[src/kuznyechik_linear_layer_defines.svh]
// assertion macros for the linear layer
`ifndef KUZNYECHIK_LINEAR_LAYER_DEFINES_SVH
`define KUZNYECHIK_LINEAR_LAYER_DEFINES_SVH

`ifndef SYNTHESIS
`define KLL_ASSERT_DIS(label, clk, rst_n, prop) \
    label: assert property (@(posedge clk) disable iff (!(rst_n)) prop) \
        else $error("assertion failed");
`define KLL_ASSERT(label, clk, prop) \
    label: assert property (@(posedge clk) prop) \
        else $error("assertion failed");
`else
`define KLL_ASSERT_DIS(label, clk, rst_n, prop)
`define KLL_ASSERT(label, clk, prop)
`endif

`endif

[src/kll_pkg.sv]
package kll_pkg;

    localparam int HALF_W     = 64;
    localparam int NUM_BYTES  = 16;
    localparam int NUM_ROUNDS = 16;
    localparam int NUM_W      = NUM_BYTES - 1;

    localparam logic [7:0] GF_REDUCE = 8'hC3;
    localparam logic [7:0] GF_TOPBIT = 8'h80;

    localparam logic FUNC_FWD = 1'b0;
    localparam logic FUNC_INV = 1'b1;

    localparam logic [7:0] WEIGHT [NUM_W] = '{
        8'h94, 8'h20, 8'h85, 8'h10, 8'hC2, 8'hC0, 8'h01, 8'hFB,
        8'h01, 8'hC0, 8'hC2, 8'h10, 8'h85, 8'h20, 8'h94
    };

    typedef logic [NUM_BYTES-1:0][7:0] t_block;

    // with a constant y this folds into a small xor network
    function automatic logic [7:0] gf_mul(input logic [7:0] x, input logic [7:0] y);
        logic [7:0] acc;
        logic [7:0] m;
        acc = '0;
        m   = x;
        for (int k = 0; k < 8; k++) begin
            if (y[k]) begin
                acc = acc ^ m;
            end
            m = {m[6:0], 1'b0} ^ (((m & GF_TOPBIT) != 8'h00) ? GF_REDUCE : 8'h00);
        end
        return acc;
    endfunction

endpackage

[src/kll_round.sv]
module kll_round (
    input  logic           i_clk,
    input  logic           i_rst_n,
    input  logic           i_valid,
    input  logic           i_func,
    input  kll_pkg::t_block i_block,
    output logic           o_valid,
    output logic           o_func,
    output kll_pkg::t_block o_block
);
    import kll_pkg::*;

    logic   r_valid;
    logic   r_func;
    t_block r_block;
    t_block n_block;
    t_block fwd_block;
    t_block inv_block;
    logic [7:0] fwd_fb;
    logic [7:0] inv_fb;

    always_comb begin
        fwd_fb = i_block[NUM_BYTES-1];
        inv_fb = i_block[0];
        for (int j = 0; j < NUM_W; j++) begin
            fwd_fb = fwd_fb ^ gf_mul(i_block[j], WEIGHT[j]);
            inv_fb = inv_fb ^ gf_mul(i_block[j+1], WEIGHT[j]);
        end
        // forward moves bytes up, inverse moves them down
        for (int j = 0; j < NUM_W; j++) begin
            fwd_block[j+1] = i_block[j];
            inv_block[j]   = i_block[j+1];
        end
        fwd_block[0]           = fwd_fb;
        inv_block[NUM_BYTES-1] = inv_fb;
        n_block = (i_func == FUNC_INV) ? inv_block : fwd_block;
    end

    always_ff @(posedge i_clk) begin
        if (!i_rst_n) begin
            r_valid <= 1'b0;
        end else begin
            r_valid <= i_valid;
        end
    end

    always_ff @(posedge i_clk) begin
        r_func  <= i_func;
        r_block <= n_block;
    end

    assign o_valid = r_valid;
    assign o_func  = r_func;
    assign o_block = r_block;

endmodule

[config.mk]
export PLATFORM = sky130hd
export DESIGN_NAME = kll_round
export DESIGN_NICKNAME = d
export VERILOG_FILES = /design/src/kuznyechik_linear_layer_defines.svh /design/src/kll_pkg.sv /design/src/kll_round.sv
export SDC_FILE = /design/constraint.sdc
export NUM_CORES = 1
export LEC_CHECK = 0
export CAP_MARGIN = 10
export CORE_MARGIN = 2
export CORE_UTILIZATION = 39
export CTS_CLUSTER_DIAMETER = 100
export DETAILED_ROUTE_END_ITERATION = 10
export DONT_BUFFER_PORTS = 1
export GPL_TIMING_DRIVEN = 0
export PLACE_DENSITY = 0.55
export SETUP_SLACK_MARGIN = 0.4
export SLEW_MARGIN = 20
export SYNTH_ARGS = -nofsm -noshare
export SYNTH_HDL_FRONTEND = slang
export SYNTH_SLANG_ARGS = --single-unit
[constraint.sdc]
create_clock -name i_clk -period 8.45 [get_ports i_clk]
set_input_delay 1.2675 -clock i_clk [delete_from_list [all_inputs] [get_ports i_clk]]
set_output_delay 1.2675 -clock i_clk [all_outputs]
set_load 0.03 [all_outputs]
==> impl_metrics.py <==
metrics = {
    "floorplanning": {
        "num_io_pins": 262,
        "die_height_um": 157,
        "dieArea_sq_um": 24600,
        "start_util_pct": 40.0,
        "core_area_sq_um": 22800,
        "rows": 55,
        "fp.dieW_um": 157,
    },
    "pwr": {
        "p_comb_share_pct": 53.8,
        "p_int_uw": 2100,
        "switchingPower_uw": 1400,
        "clkPwrFrac_pct": 20.2,
        "switching_share_pct": 40.1,
        "p_leak_uw": 0.00393,
        "ir_worst_vdd_uv": 152,
        "seq_power_share_pct": 26.0,
        "power_per_cell_area_nw_per_um2": 348,
    },
    "grt": {
        "grt_pass1_vias": 6098,
        "grt_pass1_wl_um": 47600,
        "grtUsageTotal_pct": 29.0,
        "antenna_found_initial": 0,
        "overflow": 0,
        "grt_max_degree": 17,
    },
    "sta": {
        "finalCritPeriodShare_pct": 49.3,
        "relSlewSlack_pct": 29.9,
        "worst_pin_slew_ns": 1.05,
        "max_freq_mhz": 240,
        "report.final.slew_viol_count": 0,
        "min_period_ns": 4.16,
        "tns_ns": 0,
        "setup_viol": 0,
        "rsz0062_at_grt": "false",
        "hold_viol": 0,
        "postLayoutSetupSlackWorst_ns": 4.29,
    },
    "clock_tree": {
        "cts_resized": 0,
        "cts_max_level": 4,
        "clock_path_buffers": 2,
        "clock_sinks": 130,
        "path_clk_slew_ns": 0.06,
        "cts_tree": "built",
        "cts_made_buffers": 17,
        "cts_hold_buf": 0,
        "cts-root-buf": "clkbuf_16",
        "cts_setup_buffers": 0,
    },
    "job": {
        "drv_cap": 0,
    },
    "logic_synthesis": {
        "ys_warn_count": 0,
        "ys_ff_latch": 130,
        "syn-instance-count": 765,
        "syn_nets": 897,
        "synth_cell_types": 24,
        "syn_area_sq_um": 9110,
        "seq_area_frac_synth_pct": 28.6,
        "postSynthAreaPerCell_sq_um": 11.9,
    },
    "placed_design": {
        "gp_congestion": 0.952,
        "dp.cells": 1078,
        "hpwl_um": 28600,
        "pre_cts_ws_ns": 3.94,
        "port_buffers": 0,
        "placed_cell_area_sq_um": 9500,
    },
    "route": {
        "drtIter0Drc": 389,
        "finalWirelength_um": 35500,
        "ant_nets": 0,
        "vias_per_cell": 5.13,
        "wl_per_cell_um": 32.0,
        "drc_errors": 0,
        "vias": 5695,
        "first_pass_iters": 4,
    },
    "layout": {
        "design_area_sq_um": 10100,
        "drive_gt1_share_pct": 21.5,
        "final_cell_mix": "307 x xnor2_1, 130 x dfxtp_1, 117 x mux2_2",
        "area_growth_pct": 10.3,
        "antenna_cells": 0,
        "final_common_cell": "xnor2_1",
        "num-nets-final": 916,
        "final_cells": 1110,
    },
    "worst_hold_path": {
        "hold_path_depth": 0,
        "min_from": "i_func",
        "hold_class": "in -> reg",
        "whs_endpoint": "o_func",
    },
    "setup_path": {
        "cp_max_fo": 7,
        "cp-start-kind": "primary input",
        "crit_type": "in -> reg",
        "cp_data_required_time_ns": 8.78,
        "arrival_ns": 4.49,
        "end_kind": "flip-flop",
    },
    "status": {
        "status": "completed",
    },
}
power by group through the flow:
stage	logic [uW]	clock network, uW	registers (uW)
2_1_floorplan	1450	0	912
3_3_place_gp	1840	0	923
3_5_place_dp	1840	0	925
4_1_cts	1850	714	912
5_1_grt	1960	743	917
6_report	1880	707	910
stage by stage:
stage | hold slack, ns | power (uW) | util [%]
6_report | 0.854 | 3500 | 44.1
3_5_place_dp | 1.30 | 2760 | 41.7
5_1_grt | 0.844 | 3620 | 44.1
4_1_cts | 0.847 | 3480 | 44.1
2_1_floorplan | 1.30 | 2370 | -
3_3_place_gp | 1.30 | 2760 | 41.7
cells in the mapped netlist (all sizes together):
cell type / instances / share of area, %
dfxtp: 130 / 29
buf: 8 / 0.58
xnor2: 311 / 30
xor3: 2 / 0.52
mux2: 118 / 15
a21oi: 4 / 0.22
nand2: 6 / 0.25
o21ai: 6 / 0.33
nor2: 4 / 0.16
and2: 1 / 0.069
xnor3: 62 / 15
xor2: 68 / 6.8
clkbuf: 45 / 2.1
logic make-up (layout without fill, tap and decap cells):
| kind of cell | count (synthesis) | after routing | share of synthesized area, % |
|---|---|---|---|
| buf+inv | 53 | 85 | 2.66 |
| compound gates | 10 | 10 | 0.549 |
| simple gates | 11 | 11 | 0.481 |
| xor+xnor | 443 | 443 | 53.1 |
| mux | 118 | 118 | 14.6 |
| flops | 130 | 130 | 28.6 |
metal layers:
metal  vias up  GRT usage [%]  part of all wire (%)
met1      2860           38.5                    44
met5         -              0                     0
met2       282           47.3                    47
met3        50           5.48                   6.5
met4         0           10.1                   3.0
li1       2503              -                     -
final cells by class:
cell class | instances | area (sq um)
tap | 313 | 392
multi-input combinational | 582 | 6270
fill | 2192 | 12700
buffer | 53 | 243
sequential | 130 | 2600
clock inverter | 15 | 125
clock buffer | 17 | 425
critical path: stages:
cell	delay [ns]
buf_2	0.26
xnor3_2	0.37
xnor2_2	0.42
xnor3_2	0.57
xnor3_1	0.40
xnor2_1	0.45
xnor3_1	0.49
mux2_4	0.26
how the worst max path moves through the flow:
stage	from	to	slack, ns	depth (start not counted)
4_1_cts	i_block[45]	o_block[126]	4.39	8
2_1_floorplan	i_block[44]	o_block[126]	4.61	8
3_3_place_gp	i_block[110]	o_block[126]	3.96	8
3_5_place_dp	i_block[45]	o_block[126]	3.94	8
5_1_grt	i_block[45]	o_block[126]	4.34	8
6_report	i_block[45]	o_block[126]	4.29	8
flip-flops by register name, indices dropped and copies added (netlist names):
name / count
o_block: 128
o_valid: 1
o_func: 1
Note: power is estimated with default switching activity, not from simulation.
